File: src/rtl/correlating_branch_predictor_top_macros.svh
// ---------------------------------------------------------------------------
// correlating branch predictor assertion macros
// shared concurrent assertion helpers, clocked on clk with rst_n as disable
// ---------------------------------------------------------------------------
`ifndef CORRELATING_BRANCH_PREDICTOR_TOP_MACROS_SVH
`define CORRELATING_BRANCH_PREDICTOR_TOP_MACROS_SVH

`ifndef SYNTHESIS

// same-cycle implication
`define CBP_ASSERT_SAME(label, ante, cons) \
    label: assert property (@(posedge clk) disable iff (!rst_n) (ante) |-> (cons)) \
        else $error("cbp assertion failed");

// next-cycle implication
`define CBP_ASSERT_NEXT(label, ante, cons) \
    label: assert property (@(posedge clk) disable iff (!rst_n) (ante) |=> (cons)) \
        else $error("cbp assertion failed");

`else

`define CBP_ASSERT_SAME(label, ante, cons)
`define CBP_ASSERT_NEXT(label, ante, cons)

`endif

`endif

File: src/rtl/cbp_ram.sv
// ---------------------------------------------------------------------------
// cbp_ram
// generic one-write one-read ram with registered read data
// ---------------------------------------------------------------------------
module cbp_ram #(
    parameter int WIDTH = 8,
    parameter int DEPTH = 256
) (
    input  logic                     clk,
    input  logic                     we,
    input  logic [$clog2(DEPTH)-1:0] waddr,
    input  logic [WIDTH-1:0]         wdata,
    input  logic                     re,
    input  logic [$clog2(DEPTH)-1:0] raddr,
    output logic [WIDTH-1:0]         rdata
);

    logic [WIDTH-1:0] mem [DEPTH];
    logic [WIDTH-1:0] rdata_reg;

    always_ff @(posedge clk)
    begin
        if (we)
        begin
            mem[waddr] <= wdata;
        end
    end

    // read data holds when no read is issued
    always_ff @(posedge clk)
    begin
        if (re)
        begin
            rdata_reg <= mem[raddr];
        end
    end

    assign rdata = rdata_reg;

endmodule

File: config.mk
export PLATFORM = sky130hd
export DESIGN_NAME = cbp_ram
export DESIGN_NICKNAME = d
export VERILOG_FILES = /design/src/rtl/correlating_branch_predictor_top_macros.svh /design/src/rtl/cbp_ram.sv
export SDC_FILE = /design/constraint.sdc
export NUM_CORES = 2
export LEC_CHECK = 0
export ABC_AREA = 1
export BUFFER_PORTS_ARGS = -buffer_cell sky130_fd_sc_hd__clkbuf_2
export CAP_MARGIN = 0
export CORE_ASPECT_RATIO = 0.8
export CORE_MARGIN = 2
export CORE_UTILIZATION = 27
export CTS_CLUSTER_DIAMETER = 60
export DETAILED_ROUTE_END_ITERATION = 8
export HOLD_SLACK_MARGIN = 0.02
export PLACE_DENSITY = 0.43
export SETUP_SLACK_MARGIN = 0.1
export SKIP_CTS_REPAIR_TIMING = 1
export SLEW_MARGIN = 20
export SYNTH_ARGS = -nofsm -noshare
export SYNTH_HDL_FRONTEND = slang
export SYNTH_SLANG_ARGS = --single-unit
File: constraint.sdc
create_clock -name clk -period 2.25 [get_ports clk]
set_clock_uncertainty 0.15 [all_clocks]
set_input_delay 0.3375 -clock clk [delete_from_list [all_inputs] [get_ports clk]]
set_output_delay 0.3375 -clock clk [all_outputs]
set_load 0.1 [all_outputs]
==> results by group <==
Status
  – Status: finished clean

Setup path
  – Worst reg-to-reg path cell count: 11
  – R2R Path Start: mem[1][2]
  – Reg-to-Reg End: rdata[2]
  – Worst path bufs/invs: 1
  – Max stage delay on crit path: 630 ps
  – Worst-path maximum fanout: 1
  – Worst EP required: 1760 ps
  – Crit path cell chain: buf_12
  – Arrival @ worst endpoint: 1760 ps
  – Reg2reg setup slack: 190 ps
  – Worst setup SP type: flop
  – CP max-delay cell: edfxtp_1
  – Setup Crit Path Kind: reg -> out
  – Largest delay share family, worst path: flip-flops
  – Critical Path End Type: output port

Finish
  – Area delta synth->final: 20.9%
  – Share of layout cells above drive strength 1: 0.145
  – # nets final: 7550
  – Most frequent cells in the layout: nand2_1, edfxtp_1, nand3_1, buf_4, nor2_1
  – Max reg flops: 2048
  – Finished Layout Cells: 11.7k
  – Commonest non-fill, non-tap cell in the layout: nand2_1

Yosys
  – Synthesized area per cell: 11.9 sq um
  – Cell area after synthesis: 83500 sq um
  – #FFs+latches synth: 2056
  – Mapped Cells: 7003
  – Unique masters post-synth: 13
  – Sequential share of the synthesized area: 0.740
  – Synthesized Nets: 7030
  – Yosys warnings: 0

Detailed routing
  – Vias/cell: 4.81
  – # DRC: 0
  – Initial drt markers: 5904
  – Total routed wirelength: 278 mm
  – ANT nets after route: 0
  – Met1 wire length: 131 mm
  – Met2 WL post-DR: 122 mm
  – Vias: 56.4k
  – Met3 routed WL: 18.8 mm
  – Pre-antenna DRT Iters: 8
  – WL/cell: 23.7 um
  – Highest metal used: met5

Floorplan
  – Starting density of the core: 0.272
  – # IOs: 35
  – # rows: 182
  – Core ar.: 307000 sq um
  – Die area: 314000 sq um
  – Die height: 501 um
  – Die X: 626 um

Global route
  – GR Overflow Total: 0
  – Tot GR Track Use: 0.174
  – Pin count of the biggest net entering global routing: 79
  – Initial antenna violation count: 20
  – First-pass GRT wire length: 399 mm
  – Vias in the first global route: 54.6k

Clocking
  – Clk Latency, worst-skew pair: 900 ps
  – Root Driver: clkbuf_16
  – Clock tree buffer depth: 4
  – CTS Buf Count: 213
  – Clock Sinks: 2056
  – H-tree Lvls: 4
  – Clock-pin slew of the registers on the worst-case setup and hold paths: 70 ps
  – CTS tree: yes

Power and ir drop
  – Total power: 82.7 mW
  – Cell area power density: 820 nW/um^2
  – Max rail drop VDD: 0.000592 V
  – P_leak: 35.6 nW

Min path
  – HP Start: raddr[5]
  – Hold Path Sink: rdata[7]
  – WHS Path Cells: 7
  – Worst min-delay path category: in -> reg

Placed design
  – Post-DP HPWL: 176 mm
  – DP Cell Count: 11.3k
  – GP Congestion: 0.830
  – Number of port buffers: 34

Timing
  – Setup TNS: 0 ps
  – Max Slew Vio Count: 0
  – Setup violations, final: 0
  – Tightest Pin Transition: 687 ps
  – Normalized max-slew margin: 0.542
  – Crit path time final: 2250 ps
  – Tcrit/Tclk final: 0.999
  – FMAX: 445 MHz
  – Fin. Hold Viols: 0
  – RSZ-0062 raised after global routing: yes

Job
  – Max_cap viols: 0
-- cell families (layout without fill, tap and decap cells) --
| group | count (synthesis) | count (layout) | synth area share |
|---|---|---|---|
| buffers and inverters | 522 | 1198 | 0.0312 |
| flip-flops | 2056 | 2056 | 0.740 |
| other | 0 | 3 | 0 |
| AND/OR/NAND/NOR | 4425 | 4425 | 0.229 |
-- report_power, final --
part	internal, mW	leakage [nW]	switching (mW)
sequential	42.2	18.5	0.0617
combinational	1.84	13.9	4.25
clock	19.3	3.18	15.1
-- layer usage --
layer / vias up / track usage
met4: 6 / 0.0354
met2: 1829 / 0.265
met3: 320 / 0.0281
met1: 28300 / 0.259
li1: 25900 / -
met5: - / 0
-- worst max-delay path by stage --
stage / startpoint / slack, ps / endpoint / cells after the start
final: rdata[4] / 3 / rdata[4] / 1
after global routing: rdata[0] / -70 / rdata[0] / 1
after CTS: rdata[0] / -410 / rdata[0] / 1
after detailed placement: raddr[1] / -1000 / rdata[5] / 14
after global placement: raddr[1] / -1010 / rdata[5] / 14
after floorplan: we / 270 / mem[162][0] / 4
-- metrics by stage --
stage	hold WS [ps]	instance area (sq um)	util	setup WS, ps
floorplan	286	83500	-	271
global placement	586	94000	0.306	-1010
detailed placement	585	94000	0.306	-1000
CTS	-387	100000	0.327	-407
global route	60.1	101000	0.328	-69.0
finish	55.2	101000	0.328	2.61
-- cells in the mapped netlist --
master / n / area share
inv_2: 2 / 0.000090
buf_4: 46 / 0.0041
nand2_1: 2123 / 0.095
clkbuf_1: 112 / 0.0050
nand3_1: 2019 / 0.12
nor2_1: 283 / 0.013
inv_4: 1 / 0.000075
buf_8: 1 / 0.00018
buf_6: 16 / 0.0022
inv_1: 36 / 0.0016
edfxtp_1: 2056 / 0.74
buf_2: 268 / 0.016
buf_1: 40 / 0.0018
-- final cells by class --
type	instances	area [sq um]
fill	30700	206000
multi-input combinational	4425	19400
clock inverter	114	951
inverter	39	180
sequential	2056	61700
antenna	3	7.51
clock buffer	257	5560
tap	4048	5060
timing repair buffer	788	8070
Note: power is estimated with default switching activity, not from simulation.
